**src/design/distributed_mutex_node_defines.svh**
```systemverilog
// ----------------------------------------------------------------------------
// Distributed mutex node assertion macros
// Shared concurrent assertion forms, clocked on clk and disabled in reset.
// ----------------------------------------------------------------------------
`ifndef DISTRIBUTED_MUTEX_NODE_DEFINES_SVH
`define DISTRIBUTED_MUTEX_NODE_DEFINES_SVH

// Same-cycle implication.
`define DMN_ASSERT_NOW(label, ante, cons, msg) \
	label: assert property (@(posedge clk) disable iff (!arst_n) (ante) |-> (cons)) \
		else $error(msg);

// Next-cycle implication.
`define DMN_ASSERT_NEXT(label, ante, cons, msg) \
	label: assert property (@(posedge clk) disable iff (!arst_n) (ante) |=> (cons)) \
		else $error(msg);

`endif

```
**src/design/dmn_pkg.sv**
```systemverilog
// ----------------------------------------------------------------------------
// Distributed mutex node package
// Word types, codes and the command and status bundles between controller
// and datapath.
// ----------------------------------------------------------------------------
package dmn_pkg;

	typedef enum logic [1:0] {
		OP_ACQUIRE = 2'd0,
		OP_RELEASE = 2'd1,
		OP_MESSAGE = 2'd2
	} op_t;

	typedef enum logic [1:0] {
		MSG_REPLY   = 2'd0,
		MSG_REQUEST = 2'd1
	} msg_kind_t;

	typedef enum logic [1:0] {
		OUT_REQUEST = 2'd0,
		OUT_REPLY   = 2'd1,
		OUT_ENTRY   = 2'd2
	} out_kind_t;

	typedef enum logic [1:0] {
		DEST_INDEX  = 2'd0,
		DEST_SENDER = 2'd1,
		DEST_SELF   = 2'd2
	} dest_sel_t;

	localparam int CFG_INDEX_BITS = 1;
	localparam int CFG_DATA_BITS  = 5;
	localparam logic [CFG_INDEX_BITS-1:0] CFG_NODE_ID    = 1'b0;
	localparam logic [CFG_INDEX_BITS-1:0] CFG_NODE_COUNT = 1'b1;

	localparam logic [3:0] NODE_ID_RESET    = 4'd1;
	localparam logic [4:0] NODE_COUNT_RESET = 5'd2;

	typedef struct packed {
		logic [1:0]  opcode;
		logic [1:0]  msg_kind;
		logic [3:0]  sender;
		logic [15:0] msg_time;
	} in_word_t;

	typedef struct packed {
		logic [1:0]  out_kind;
		logic [3:0]  dest;
		logic [15:0] out_time;
		logic        last;
	} out_word_t;

	typedef struct packed {
		logic      load_in;
		logic      acq_start;
		logic      rel_start;
		logic      clk_max;
		logic      clk_inc;
		logic      idx_inc;
		logic      inc_replies;
		logic      set_defer;
		logic      clr_defer;
		logic      emit;
		out_kind_t emit_kind;
		dest_sel_t dest_sel;
		logic      time_next;
		logic      emit_last;
	} ctl_cmd_t;

	typedef struct packed {
		op_t       opcode;
		msg_kind_t msg_kind;
		logic      n_one;
		logic      idx_is_me;
		logic      idx_is_last_peer;
		logic      def_bit;
		logic      def_last;
		logic      def_empty;
		logic      reply_counts;
		logic      reply_done;
		logic      is_peer;
		logic      answer_now;
		logic      slot_free;
	} dp_sts_t;

endpackage

```
**src/design/dmn_ctrl.sv**
```systemverilog
// ----------------------------------------------------------------------------
// Distributed mutex node controller
// Sequences acquire, release and message handling one word at a time and
// drives the datapath with per-cycle commands.
// ----------------------------------------------------------------------------
`include "distributed_mutex_node_defines.svh"

module dmn_ctrl (
	input  logic              clk,
	input  logic              arst_n,
	input  logic              cmd_valid,
	output logic              cmd_ready,
	input  dmn_pkg::dp_sts_t  sts,
	output dmn_pkg::ctl_cmd_t ctl
);
	import dmn_pkg::*;

	typedef enum logic [2:0] {
		ST_IDLE,
		ST_DISPATCH,
		ST_ACQ_SCAN,
		ST_ACQ_ENTRY,
		ST_REL_SCAN,
		ST_MSG_ACT
	} state_t;

	state_t state_q;
	state_t state_nxt;
	logic   ready_q;

	assign cmd_ready = ready_q;

	always_comb begin
		ctl = '0;
		ctl.load_in = cmd_valid && ready_q;
		state_nxt = state_q;
		case (state_q)
			ST_IDLE: begin
				if (ctl.load_in) begin
					state_nxt = ST_DISPATCH;
				end
			end
			ST_DISPATCH: begin
				case (sts.opcode)
					OP_ACQUIRE: begin
						ctl.acq_start = 1'b1;
						state_nxt = sts.n_one ? ST_ACQ_ENTRY : ST_ACQ_SCAN;
					end
					OP_RELEASE: begin
						ctl.rel_start = 1'b1;
						state_nxt = ST_REL_SCAN;
					end
					OP_MESSAGE: begin
						ctl.clk_max = 1'b1;
						state_nxt = ST_MSG_ACT;
					end
					default: state_nxt = ST_IDLE;
				endcase
			end
			ST_ACQ_SCAN: begin
				if (sts.idx_is_me) begin
					ctl.idx_inc = 1'b1;
				end else if (sts.slot_free) begin
					ctl.emit      = 1'b1;
					ctl.emit_kind = OUT_REQUEST;
					ctl.dest_sel  = DEST_INDEX;
					ctl.emit_last = sts.idx_is_last_peer;
					ctl.idx_inc   = 1'b1;
					if (sts.idx_is_last_peer) begin
						state_nxt = ST_IDLE;
					end
				end
			end
			ST_ACQ_ENTRY: begin
				if (sts.slot_free) begin
					ctl.emit      = 1'b1;
					ctl.emit_kind = OUT_ENTRY;
					ctl.dest_sel  = DEST_SELF;
					ctl.emit_last = 1'b1;
					state_nxt = ST_IDLE;
				end
			end
			ST_REL_SCAN: begin
				if (sts.def_empty) begin
					state_nxt = ST_IDLE;
				end else if (!sts.def_bit) begin
					ctl.idx_inc = 1'b1;
				end else if (sts.slot_free) begin
					ctl.emit      = 1'b1;
					ctl.emit_kind = OUT_REPLY;
					ctl.dest_sel  = DEST_INDEX;
					ctl.time_next = 1'b1;
					ctl.emit_last = sts.def_last;
					ctl.clk_inc   = 1'b1;
					ctl.clr_defer = 1'b1;
					ctl.idx_inc   = 1'b1;
					if (sts.def_last) begin
						state_nxt = ST_IDLE;
					end
				end
			end
			ST_MSG_ACT: begin
				case (sts.msg_kind)
					MSG_REPLY: begin
						if (!sts.reply_counts) begin
							state_nxt = ST_IDLE;
						end else if (!sts.reply_done) begin
							ctl.inc_replies = 1'b1;
							state_nxt = ST_IDLE;
						end else if (sts.slot_free) begin
							ctl.inc_replies = 1'b1;
							ctl.emit        = 1'b1;
							ctl.emit_kind   = OUT_ENTRY;
							ctl.dest_sel    = DEST_SELF;
							ctl.emit_last   = 1'b1;
							state_nxt = ST_IDLE;
						end
					end
					MSG_REQUEST: begin
						if (!sts.is_peer) begin
							state_nxt = ST_IDLE;
						end else if (!sts.answer_now) begin
							ctl.set_defer = 1'b1;
							state_nxt = ST_IDLE;
						end else if (sts.slot_free) begin
							ctl.emit      = 1'b1;
							ctl.emit_kind = OUT_REPLY;
							ctl.dest_sel  = DEST_SENDER;
							ctl.time_next = 1'b1;
							ctl.emit_last = 1'b1;
							ctl.clk_inc   = 1'b1;
							state_nxt = ST_IDLE;
						end
					end
					default: state_nxt = ST_IDLE;
				endcase
			end
			default: state_nxt = ST_IDLE;
		endcase
	end

	always_ff @(posedge clk or negedge arst_n) begin
		if (!arst_n) begin
			state_q <= ST_IDLE;
			ready_q <= 1'b1;
		end else begin
			state_q <= state_nxt;
			ready_q <= (state_nxt == ST_IDLE);
		end
	end

	`DMN_ASSERT_NOW(a_emit_slot_free, ctl.emit, sts.slot_free, "Word emitted into an occupied slot.")
	`DMN_ASSERT_NEXT(a_last_ends_item, ctl.emit && ctl.emit_last, cmd_ready, "Final word did not end the item.")
	`DMN_ASSERT_NEXT(a_accept_dispatch, ctl.load_in, !cmd_ready && state_q == ST_DISPATCH, "Accepted word not dispatched.")

endmodule

```
**src/design/dmn_dp.sv**
```systemverilog
// ----------------------------------------------------------------------------
// Distributed mutex node datapath
// Lamport clock, request state, deferred set, scan index, configuration and
// the output word register.
// ----------------------------------------------------------------------------
`include "distributed_mutex_node_defines.svh"

module dmn_dp #(
	parameter int MAX_NODES = 16,
	parameter int TIME_BITS = 16
) (
	input  logic                                 clk,
	input  logic                                 arst_n,
	input  dmn_pkg::ctl_cmd_t                    ctl,
	output dmn_pkg::dp_sts_t                     sts,
	input  dmn_pkg::in_word_t                    cmd_word,
	output logic                                 rsp_valid,
	input  logic                                 rsp_ready,
	output dmn_pkg::out_word_t                   rsp_word,
	input  logic                                 cfg_we,
	input  logic [dmn_pkg::CFG_INDEX_BITS-1:0]   cfg_index,
	input  logic [dmn_pkg::CFG_DATA_BITS-1:0]    cfg_data
);
	import dmn_pkg::*;

	localparam int IW = $clog2(MAX_NODES);
	localparam int NW = $clog2(MAX_NODES + 1);
	localparam logic [TIME_BITS-1:0] TIME_TOP = '1;

	logic [TIME_BITS-1:0] clock_q;
	logic [TIME_BITS-1:0] stamp_q;
	logic                 requesting_q;
	logic [IW-1:0]        replies_q;
	logic [MAX_NODES-1:0] deferred_q;
	logic [IW-1:0]        idx_q;
	in_word_t             in_q;
	logic [3:0]           node_id_q;
	logic [4:0]           node_count_q;
	logic                 out_valid_q;
	out_word_t            out_word_q;

	logic [NW-1:0]        n_eff;
	logic [IW-1:0]        me;
	logic [IW-1:0]        needed;
	logic [NW-1:0]        last_peer;
	logic [TIME_BITS-1:0] clock_inc;
	logic [TIME_BITS-1:0] clock_mx;
	logic [TIME_BITS-1:0] clock_mx_inc;
	logic [MAX_NODES-1:0] sender_oh;
	logic [MAX_NODES-1:0] idx_oh;
	logic [TIME_BITS-1:0] emit_time;
	logic [3:0]           emit_dest;

	always_comb begin
		if (32'(node_count_q) > MAX_NODES) begin
			n_eff = NW'(MAX_NODES);
		end else if (node_count_q == 5'd0) begin
			n_eff = NW'(1);
		end else begin
			n_eff = NW'(node_count_q);
		end
		if (32'(node_id_q) < 32'(n_eff)) begin
			me = IW'(node_id_q);
		end else begin
			me = IW'(n_eff - NW'(1));
		end
		needed = IW'(n_eff - NW'(1));
		if (NW'(me) == n_eff - NW'(1)) begin
			last_peer = n_eff - NW'(2);
		end else begin
			last_peer = n_eff - NW'(1);
		end
	end

	assign clock_inc    = (clock_q == TIME_TOP) ? clock_q : clock_q + TIME_BITS'(1);
	assign clock_mx     = (TIME_BITS'(in_q.msg_time) > clock_q) ?
		TIME_BITS'(in_q.msg_time) : clock_q;
	assign clock_mx_inc = (clock_mx == TIME_TOP) ? clock_mx : clock_mx + TIME_BITS'(1);

	always_comb begin
		for (int i = 0; i < MAX_NODES; i++) begin
			sender_oh[i] = (32'(in_q.sender) == i);
			idx_oh[i]    = (32'(idx_q) == i);
		end
	end

	always_comb begin
		sts.opcode           = op_t'(in_q.opcode);
		sts.msg_kind         = msg_kind_t'(in_q.msg_kind);
		sts.n_one            = (n_eff == NW'(1));
		sts.idx_is_me        = (idx_q == me);
		sts.idx_is_last_peer = (NW'(idx_q) == last_peer);
		sts.def_bit          = deferred_q[idx_q];
		sts.def_last         = ((deferred_q & ~idx_oh) == '0);
		sts.def_empty        = (deferred_q == '0);
		sts.reply_counts     = requesting_q && (replies_q < needed);
		sts.reply_done       = ((replies_q + IW'(1)) == needed);
		sts.is_peer          = (32'(in_q.sender) < 32'(n_eff)) &&
			(32'(in_q.sender) != 32'(me));
		sts.answer_now       = !requesting_q ||
			(TIME_BITS'(in_q.msg_time) < stamp_q) ||
			((TIME_BITS'(in_q.msg_time) == stamp_q) && (in_q.sender < node_id_q));
		sts.slot_free        = !out_valid_q || rsp_ready;
	end

	always_comb begin
		case (ctl.dest_sel)
			DEST_INDEX:  emit_dest = 4'(idx_q);
			DEST_SENDER: emit_dest = in_q.sender;
			DEST_SELF:   emit_dest = node_id_q;
			default:     emit_dest = node_id_q;
		endcase
		emit_time = ctl.time_next ? clock_inc : clock_q;
	end

	always_ff @(posedge clk or negedge arst_n) begin
		if (!arst_n) begin
			clock_q      <= '0;
			stamp_q      <= '0;
			requesting_q <= 1'b0;
			replies_q    <= '0;
			deferred_q   <= '0;
			node_id_q    <= NODE_ID_RESET;
			node_count_q <= NODE_COUNT_RESET;
			out_valid_q  <= 1'b0;
		end else begin
			if (cfg_we) begin
				case (cfg_index)
					CFG_NODE_ID:    node_id_q <= cfg_data[3:0];
					CFG_NODE_COUNT: node_count_q <= cfg_data;
					default: ;
				endcase
			end
			if (ctl.acq_start) begin
				requesting_q <= 1'b1;
				replies_q    <= '0;
				clock_q      <= clock_inc;
				stamp_q      <= clock_inc;
			end else if (ctl.clk_max) begin
				clock_q <= clock_mx_inc;
			end else if (ctl.clk_inc) begin
				clock_q <= clock_inc;
			end
			if (ctl.rel_start) begin
				requesting_q <= 1'b0;
			end
			if (ctl.inc_replies) begin
				replies_q <= replies_q + IW'(1);
			end
			if (ctl.set_defer) begin
				deferred_q <= deferred_q | sender_oh;
			end else if (ctl.clr_defer) begin
				deferred_q <= deferred_q & ~idx_oh;
			end
			if (ctl.emit) begin
				out_valid_q <= 1'b1;
			end else if (rsp_ready) begin
				out_valid_q <= 1'b0;
			end
		end
	end

	always_ff @(posedge clk) begin
		if (ctl.load_in) begin
			in_q <= cmd_word;
		end
		if (ctl.acq_start || ctl.rel_start) begin
			idx_q <= '0;
		end else if (ctl.idx_inc) begin
			idx_q <= idx_q + IW'(1);
		end
		if (ctl.emit) begin
			out_word_q.out_kind <= ctl.emit_kind;
			out_word_q.dest     <= emit_dest;
			out_word_q.out_time <= 16'(emit_time);
			out_word_q.last     <= ctl.emit_last;
		end
	end

	assign rsp_valid = out_valid_q;
	assign rsp_word  = out_word_q;

	`DMN_ASSERT_NEXT(a_acq_state, ctl.acq_start, requesting_q && replies_q == '0 && stamp_q == clock_q, "Acquire did not arm the request.")
	`DMN_ASSERT_NEXT(a_defer_set, ctl.set_defer, deferred_q != '0, "Deferred request was lost.")
	`DMN_ASSERT_NEXT(a_reply_stamp, ctl.emit && ctl.time_next, rsp_word.out_time == 16'(clock_q), "Reply stamp differs from the clock.")

endmodule

```
**src/design/distributed_mutex_node.sv**
```systemverilog
// ----------------------------------------------------------------------------
// Distributed mutex node
// One node of a Ricart-Agrawala mutual exclusion group with a saturating
// Lamport clock, built as a controller and a datapath.
// ----------------------------------------------------------------------------
// An accepted word is latched and dispatched in the next cycle. A received
// message is handled in steps: latch, clock update, then answer, defer or
// count the reply. An acquire scans the node indexes up to the last peer,
// emitting one request word per peer (or one entry word when the node is
// alone). A release scans the indexes up to the highest deferred peer,
// emitting one reply word per deferred peer in ascending order, and emits
// nothing when nothing is deferred. A stalled output holds the item. A new
// word is accepted as soon as the previous item has emitted its final word,
// even while that word still waits in the output register.
`include "distributed_mutex_node_defines.svh"

module distributed_mutex_node #(
	parameter int MAX_NODES = 16,
	parameter int TIME_BITS = 16
) (
	input  logic                                 clk,
	input  logic                                 arst_n,
	input  logic                                 cmd_valid,
	output logic                                 cmd_ready,
	input  dmn_pkg::in_word_t                    cmd_word,
	output logic                                 rsp_valid,
	input  logic                                 rsp_ready,
	output dmn_pkg::out_word_t                   rsp_word,
	input  logic                                 cfg_we,
	input  logic [dmn_pkg::CFG_INDEX_BITS-1:0]   cfg_index,
	input  logic [dmn_pkg::CFG_DATA_BITS-1:0]    cfg_data
);
	import dmn_pkg::*;

	ctl_cmd_t ctl;
	dp_sts_t  sts;

	dmn_ctrl u_ctrl (
		.clk       (clk),
		.arst_n    (arst_n),
		.cmd_valid (cmd_valid),
		.cmd_ready (cmd_ready),
		.sts       (sts),
		.ctl       (ctl)
	);

	dmn_dp #(
		.MAX_NODES (MAX_NODES),
		.TIME_BITS (TIME_BITS)
	) u_dp (
		.clk       (clk),
		.arst_n    (arst_n),
		.ctl       (ctl),
		.sts       (sts),
		.cmd_word  (cmd_word),
		.rsp_valid (rsp_valid),
		.rsp_ready (rsp_ready),
		.rsp_word  (rsp_word),
		.cfg_we    (cfg_we),
		.cfg_index (cfg_index),
		.cfg_data  (cfg_data)
	);

endmodule

```
**config.mk**
```make
export PLATFORM = sky130hd
export DESIGN_NAME = distributed_mutex_node
export DESIGN_NICKNAME = d
export VERILOG_FILES = /design/src/design/dmn_pkg.sv /design/src/design/dmn_ctrl.sv /design/src/design/dmn_dp.sv /design/src/design/distributed_mutex_node.sv
export VERILOG_INCLUDE_DIRS = /design/src /design/src/design
export SDC_FILE = /design/constraint.sdc
export NUM_CORES = 1
export LEC_CHECK = 0
export BUFFER_PORTS_ARGS = -buffer_cell sky130_fd_sc_hd__buf_2
export CAP_MARGIN = 5
export CORE_MARGIN = 2
export CORE_UTILIZATION = 35
export CTS_BUF_LIST = sky130_fd_sc_hd__clkbuf_8
export DETAILED_ROUTE_END_ITERATION = 10
export PLACE_DENSITY_LB_ADDON = 0.12
export SLEW_MARGIN = 10
export SYNTH_ARGS = -nofsm -noshare
export SYNTH_HDL_FRONTEND = slang
export SYNTH_HIERARCHICAL = 1
export SYNTH_SLANG_ARGS = --single-unit
```
**constraint.sdc**
```tcl
create_clock -name clk -period 4.5 [get_ports clk]
set_input_delay 0.225 -clock clk [delete_from_list [all_inputs] [get_ports clk]]
set_output_delay 0.225 -clock clk [all_outputs]
set_load 0.005 [all_outputs]
```
==> qor.txt, run 1 <==
Worst hold path depth -> 4
N_diodes -> 0
Final Hold Viols -> 0
Die width -> 155 um
Flop pwr share -> 33.4%
Htree depth -> 4
Skew final -> 0.0116 ns
Logic pwr share -> 49.0%
DRT iter0 DRCs -> 334
Drc violations -> 0
Vias -> 6642
CP delay by family, top -> compound AO/OA/AOI/OAI gates
Hold Crit Endpoint -> u_dp/node_id_q[1]
Clk sinks -> 118
Max Slew Vio Count -> 0
Per-cell routed wire length -> 18.1 um
Slew @ Worst Pin -> 0.987 ns
Core Area -> 0.0226 sq mm
Total global-route track usage -> 19.3%
Vias in the first global route -> 6532
Switching pwr -> 2.33 mW
Synthesized area per cell -> 9.44 sq um
Synthesized area -> 0.00803 sq mm
Fin nets -> 1046
Startpoint types -> register
# port buffers -> 59
CTS tree -> done
Crit path max-delay cell type -> a31oi_4
Register area share after synthesis -> 39.5%
Sw frac -> 43.6%
Post-Route WL -> 22.6 mm
Hold_sp -> cfg_index
Latest clock arrival within the worst-skew pair -> 0.46 ns
Root Buffer -> clkbuf_8
Max cap viols -> 0
# rows -> 55
Kind of critical path -> reg -> reg
CP Max Fanout -> 24
Status -> finished, final reports clean
Crit path required time -> 4.57 ns
Internal -> 3.01 mW
Slowest stage delay, CP -> 0.84 ns
Io pins -> 60
First-pass GRT wire length -> 36.1 mm
Total chip power -> 5.34 mW
First-pass DRT Iterations -> 5
Largest net degree at the start of global routing -> 68
Leakage power -> 3.94 nW
R2r startpoint -> u_dp/node_count_q[3]
TNS Setup -> 0 ns
RR Endpoint -> u_dp/rsp_word[13]
Avg Vias per Cell -> 5.31
Worst vdd ir -> 0.000227 V
Pwr Density -> 566 mW/mm^2
Detailed Place HPWL -> 16.6 mm
Library cells used by synthesis -> 74
Synth Net Count -> 945
P&R area growth vs syn -> 17.4%
Post-synthesis register bit count -> 118
Share of cells above drive strength 1 -> 17.4%
EDFF count, synth -> 47
Final min period -> 4.18 ns
Clock Power Share -> 17.6%
Reg2Reg Depth -> 12
Clk buf depth -> 2
Worst setup EP type -> register
Clock slew at reported path FFs -> 0.09 ns
Initial Utilization -> 35.6%
Buf/Inv on CP -> 0
CP cell instances -> or2b_4, ha_1, and3_1, a21oi_1, and2_1, mux2_2, xor2_1, a41oi_1, nand3_1, nor2_1, a21oi_1, a31oi_4
Synth Instances -> 851
Number of CTS-inserted buffers -> 17
Hold WC Path Type -> in -> reg
Unrepaired setup endpoints after global routing -> false
Antenna viol nets, final -> 0
# setup viols final -> 0
Worst rel slew slack -> 34.2%
Initial antenna violation count -> 0
Gr ovfl total -> 0
Post-route clock period utilization -> 93.0%
Main flop type after synthesis -> dfrtp_1
Final GP Congestion -> 0.885
Fmax -> 239 MHz
Number of warnings issued by yosys -> 6
Die Y-Extent -> 155 um
Die Area -> 0.0242 sq mm
CP dominant cell by count -> a21oi_1
Async SR Flop Fraction -> 56.8%
R2R Setup Slk -> 0.32 ns
Arrival @ worst endpoint -> 4.26 ns
[how the worst max path moves through the flow]
stage               depth (start not counted)           endpoint            startpoint
global placement                           19   u_dp/clock_q[10]  u_dp/node_count_q[4]
CTS                                        16    u_dp/clock_q[5]  u_dp/node_count_q[3]
finish                                     12  u_dp/rsp_word[13]  u_dp/node_count_q[3]
floorplan                                  19    u_dp/clock_q[9]       u_dp/clock_q[4]
detailed placement                         19   u_dp/clock_q[10]  u_dp/node_count_q[4]
global route                               18   u_dp/clock_q[10]  u_dp/node_count_q[3]
[layout by cell type (no fill, tap or decap), types with 11 or more instances in the layout]
cell type       n
clkbuf_8       17
xnor2_1        44
a31oi_1        23
dfrtp_1        64
dlygate4sd3_1  30
buf_4          37
mux2i_1        18
a21oi_1        73
nand2b_1       11
edfxtp_1       47
nand4_1        19
and3_1         11
inv_1          55
nor3_1         29
nand3_1        24
nand2_1        63
nor2_1         59
o21ai_0        37
buf_2          58
nor2b_1        12
mux2_2         15
xor2_1         18
ha_1           59
[power groups by stage]
stage | logic, mW | registers, mW | clock network [mW]
2_1_floorplan | 1.92 | 1.67 | 0
3_3_place_gp | 2.59 | 1.80 | 0
3_5_place_dp | 2.58 | 1.80 | 0
4_1_cts | 2.61 | 1.78 | 0.975
5_1_grt | 2.92 | 1.83 | 1.02
6_report | 2.62 | 1.78 | 0.942
[per-layer routing]
metal	vias up	GRT usage (%)	share of wire, %
li1	3297	-	-
met1	3163	25.1	45
met2	160	32.8	49
met3	22	3.40	4.3
met4	0	5.81	1.7
met5	-	0	0
[cells by family after synthesis]
group	synth area share [%]
AOI/OAI and AO/OA	15.8
adders and majority gates	9.19
xor gates and xnor gates	6.76
and+or+nand+nor	17.6
DFF	39.5
muxes	5.75
buffers and inverters	5.38
[cells in the mapped netlist (3+ instances only)]
| master | instances | area share [%] |
|---|---|---|
| o21a_1 | 3 | 0.28 |
| nand2_1 | 63 | 2.9 |
| dfrtp_1 | 64 | 20 |
| nand2b_1 | 11 | 0.86 |
| nand4_1 | 19 | 1.5 |
| buf_1 | 3 | 0.14 |
| mux4_2 | 5 | 1.4 |
| o32a_1 | 3 | 0.37 |
| o21ai_0 | 37 | 2.3 |
| dfxtp_1 | 4 | 1.0 |
| a31oi_1 | 24 | 1.9 |
| dfstp_2 | 3 | 0.98 |
| inv_1 | 55 | 2.6 |
| nor3_1 | 29 | 1.8 |
| a21o_1 | 8 | 0.75 |
| a21boi_0 | 3 | 0.28 |
| a22oi_1 | 3 | 0.28 |
| xor2_1 | 18 | 2.0 |
| nand3b_1 | 4 | 0.37 |
| mux2i_1 | 18 | 2.2 |
| a21oi_1 | 73 | 4.5 |
| a211oi_1 | 4 | 0.37 |
| and2_1 | 9 | 0.70 |
| edfxtp_1 | 47 | 18 |
| o22ai_1 | 7 | 0.55 |
| buf_4 | 10 | 0.93 |
| clkbuf_1 | 20 | 0.93 |
| nand3_1 | 24 | 1.5 |
| nor2_1 | 61 | 2.9 |
| and4_1 | 3 | 0.33 |
| xnor2_1 | 44 | 4.8 |
| mux2_2 | 15 | 2.1 |
| and3_1 | 11 | 0.86 |
| o211ai_1 | 5 | 0.47 |
| nor4_1 | 7 | 0.55 |
| buf_2 | 9 | 0.56 |
| nor2b_1 | 12 | 0.93 |
| ha_1 | 59 | 9.2 |
| a221oi_1 | 4 | 0.44 |
[state kept, by name, summed over array words and instances, names as in the netlist, 4 cells and up]
register and flops:
u_dp/in_q 20, u_dp/node_id_q 4, u_dp/node_count_q 5, u_dp/sts 4
u_dp/replies_q 4, u_dp/rsp_word 23, u_dp/idx_q 4, u_dp/stamp_q 16
u_dp/clock_q 16, u_dp/deferred_q 16
[what timing repair did]
action / CTS / global route
hold endpoints to repair: 96 / 0
setup endpoints to repair: 0 / 11
resized for setup: 0 / 3
hold buffers: 30 / 0
buffers inserted: 0 / 0
[tightest hold or removal path: stages]
cell and delay [ns]:
buf_2 0.09, nor2b_1 0.10, nand2_1 0.08, o21ai_0 0.06
[area by class of cell]
cell class	count	area (sq um)
timing repair buffer	125	868
clock buffer	17	234
clock inverter	15	131
tap	285	357
sequential	118	3170
inverter	57	214
multi-input combinational	633	4450
fill	2244	13100
[through the flow]
step | std cells | util, % | cell area [sq um] | setup WS, ns | hold slack [ns]
after floorplan | 851 | - | 8040 | 0.358 | -0.0706
after global placement | 1188 | 38.8 | 8750 | 0.326 | 0.401
after detailed placement | 1188 | 38.8 | 8750 | 0.329 | 0.403
after CTS | 1250 | 41.7 | 9420 | 0.300 | 0.130
after global routing | 1250 | 41.8 | 9430 | 0.00992 | 0.148
final | 1250 | 41.8 | 9430 | 0.316 | 0.142
No activity file was read; power rests on OpenSTA's default activity.
==> run 2: changes to the inputs <==
Settings changed: PLACE_DENSITY_LB_ADDON 0.12 to default, RECOVER_POWER from default to 25.
==> qor.txt, run 2 (synthesized netlist as in run 1, its figures left out) <==
# rows -> 55 (unchanged)
CP dominant cell by count -> nor2_1
Avg Vias per Cell -> 5.43 (+2.3%)
First-pass DRT Iterations -> 7 (+2)
Skew final -> 0.0161 ns (+0.00453 ns)
Share of cells above drive strength 1 -> 16.6% (-0.83 points)
N_diodes -> 0 (unchanged)
Pwr Density -> 570 mW/mm^2 (+0.71%)
Status -> finished, violations left
Unrepaired setup endpoints after global routing -> false
Wire length on met1 -> 9.49 mm (-7.2%)
Hold Crit Endpoint -> u_dp/node_id_q[3]
Antenna viol nets, final -> 0 (unchanged)
Clk buf depth -> 2 (unchanged)
Worst setup EP type -> register
P&R area growth vs syn -> 17.5%
Hold WC Path Type -> in -> reg
CP cell instances -> buf_4, inv_1, nand2_1, ha_1, inv_1, nor2_1, a221oi_4, mux2_2, xor2_1, a41oi_1, nand3_1, nor2_1, a21oi_1, nor2_2, buf_6, or3_4, nand2_1, nor2_1, a22oi_1, o21ai_0
Final min period -> 4.26 ns (+0.0770 ns)
Io pins -> 60 (unchanged)
Worst hold path depth -> 3 (-1)
Latest clock arrival within the worst-skew pair -> 0.46 ns (about the same)
Slowest stage delay, CP -> 0.40 ns (-0.44 ns)
Max Slew Vio Count -> 31 (+31)
Startpoint types -> register
Fmax -> 235 MHz (-1.8%)
Worst setup margin -> 0.239 ns (-0.0770 ns)
Final GP Congestion -> 0.887 (+0.26%)
Vias -> 6759 (+1.8%)
RR Endpoint -> u_dp/clock_q[10]
Detailed Place HPWL -> 15.6 mm (-6.0%)
Worst rel slew slack -> -17.0% (-51 points)
Worst vdd ir -> 0.000230 V (+1.0%)
Leakage power -> 3.94 nW (about the same)
Kind of critical path -> reg -> reg
Slew @ Worst Pin -> 1.75 ns (+0.767 ns)
Top sig layer -> met4
Arrival @ worst endpoint -> 4.57 ns (+0.31 ns)
DRT iter0 DRCs -> 393 (+18%)
Clk sinks -> 118 (unchanged)
Final Util -> 41.8% (+0.050 points)
Max cap viols -> 1 (+1)
Total global-route track usage -> 18.0% (-1.3 points)
Post-route clock period utilization -> 94.7% (+1.7 points)
Crit path required time -> 4.81 ns (+0.24 ns)
CTS tree -> done
TNS Setup -> 0 ns (unchanged)
Most frequent cells in the layout -> a21oi_1, dfrtp_1, nand2_1, nor2_1, ha_1
Number of flip-flops in the largest register -> 23 (unchanged)
Largest net degree at the start of global routing -> 39 (-43%)
Die Y-Extent -> 155 um (unchanged)
Routed met2 length -> 9.89 mm (-10%)
Per-cell routed wire length -> 16.9 um (-6.5%)
Crit path max-delay cell type -> dfrtp_1
Clock slew at reported path FFs -> 0.07 ns (-0.02 ns)
First-pass GRT wire length -> 34.3 mm (-5.2%)
FILL cells -> 2225 (-0.85%)
R2R Setup Slk -> 0.24 ns (-0.08 ns)
Vias in the first global route -> 6490 (-0.64%)
Drc violations -> 0 (unchanged)
Commonest non-fill, non-tap cell in the layout -> a21oi_1
Die Area -> 0.0242 sq mm (unchanged)
Hold_sp -> cfg_index
Pre-CTS setup slack -> 0.124 ns (-0.205 ns)
R2r startpoint -> u_dp/node_count_q[4]
Root Buffer -> clkbuf_8
# setup viols final -> 0 (unchanged)
Reg2Reg Depth -> 20 (+8)
Gr ovfl total -> 0 (unchanged)
Die width -> 155 um (unchanged)
CP Max Fanout -> 22 (-8.3%)
Number of CTS-inserted buffers -> 17 (unchanged)
Core Area -> 0.0226 sq mm (unchanged)
Initial Utilization -> 35.6% (unchanged)
# port buffers -> 59 (unchanged)
Fin nets -> 1040 (-0.57%)
Failing checks -> capacitance limit, slew limit
Post-Route WL -> 21.0 mm (-7.0%)
Initial antenna violation count -> 0 (unchanged)
Htree depth -> 4 (unchanged)
Final Hold Viols -> 0 (unchanged)
DR WL met3 -> 1.22 mm (+27%)
[run 2: cell count changes in the layout (fill, tap and decap cells not counted), sizes merged]
cell / before / now
buf: 95 / 86
bufinv: 1 / 3
clkbuf: 17 / 21
clkinv: 7 / 4
clkinvlp: 4 / 2
inv: 60 / 62
[run 2: worst max-delay path by stage]
stage / from / to / slack [ns] / cells after the start
global placement: u_dp/node_count_q[3] / u_dp/clock_q[10] / 0.29 / 17
floorplan: u_dp/clock_q[4] / u_dp/clock_q[9] / 0.36 / 19
detailed placement: u_dp/node_count_q[4] / u_dp/clock_q[11] / 0.12 / 20
finish: u_dp/node_count_q[4] / u_dp/clock_q[10] / 0.24 / 20
global route: u_dp/node_count_q[3] / u_dp/clock_q[10] / 0.004 / 19
CTS: u_dp/node_count_q[4] / u_dp/clock_q[11] / 0.07 / 20
[run 2: stage by stage]
step / hold slack (ns) / power, mW / area [sq um] / cells
2_1_floorplan: -0.0706 / 3.59 / 8040 / 851
3_3_place_gp: 0.322 / 4.28 / 8700 / 1182
3_5_place_dp: 0.327 / 4.29 / 8700 / 1182
4_1_cts: 0.119 / 5.39 / 9420 / 1244
5_1_grt: 0.154 / 5.81 / 9440 / 1244
6_report: 0.138 / 5.38 / 9440 / 1244
[run 2: per-layer routing]
layer	vias up	global-route usage, %
li1	3290	-
met1	3198	24.3
met2	237	28.6
met3	34	3.73
met4	0	6.20
met5	-	0
[run 2: repair_timing]
item	in CTS	in global routing
setup buffers	0	0
hold buffers	30	0
setup endpoints to repair	0	15
gates resized for setup	0	6
hold endpoints to repair	58	0
[run 2: cell type report]
class                      instances  area, sq um  area share, %
multi-input combinational        633         4460           47.2
sequential                       118         3170           33.6
timing repair buffer             119          821           8.70
tap                              285          357           3.78
clock buffer                      18          248           2.62
inverter                          57          214           2.27
clock inverter                    14          171           1.82
[run 2: critical path, delay by kind of cell (launching register included)]
family	cells	cell delay, ns
compound gates	5	1.08
xor+xnor	1	0.15
fa+ha+maj	1	0.32
buf+inv	4	0.62
flops	1	0.40
mux	1	0.27
simple gates	8	1.26
[run 2: power breakdown]
part           internal, mW  switching (mW)  leakage, nW
Clock                 0.567           0.479        0.211
Sequential             1.47           0.302         1.27
Combinational          1.08            1.48         2.46
Total                  3.12            2.26         3.94
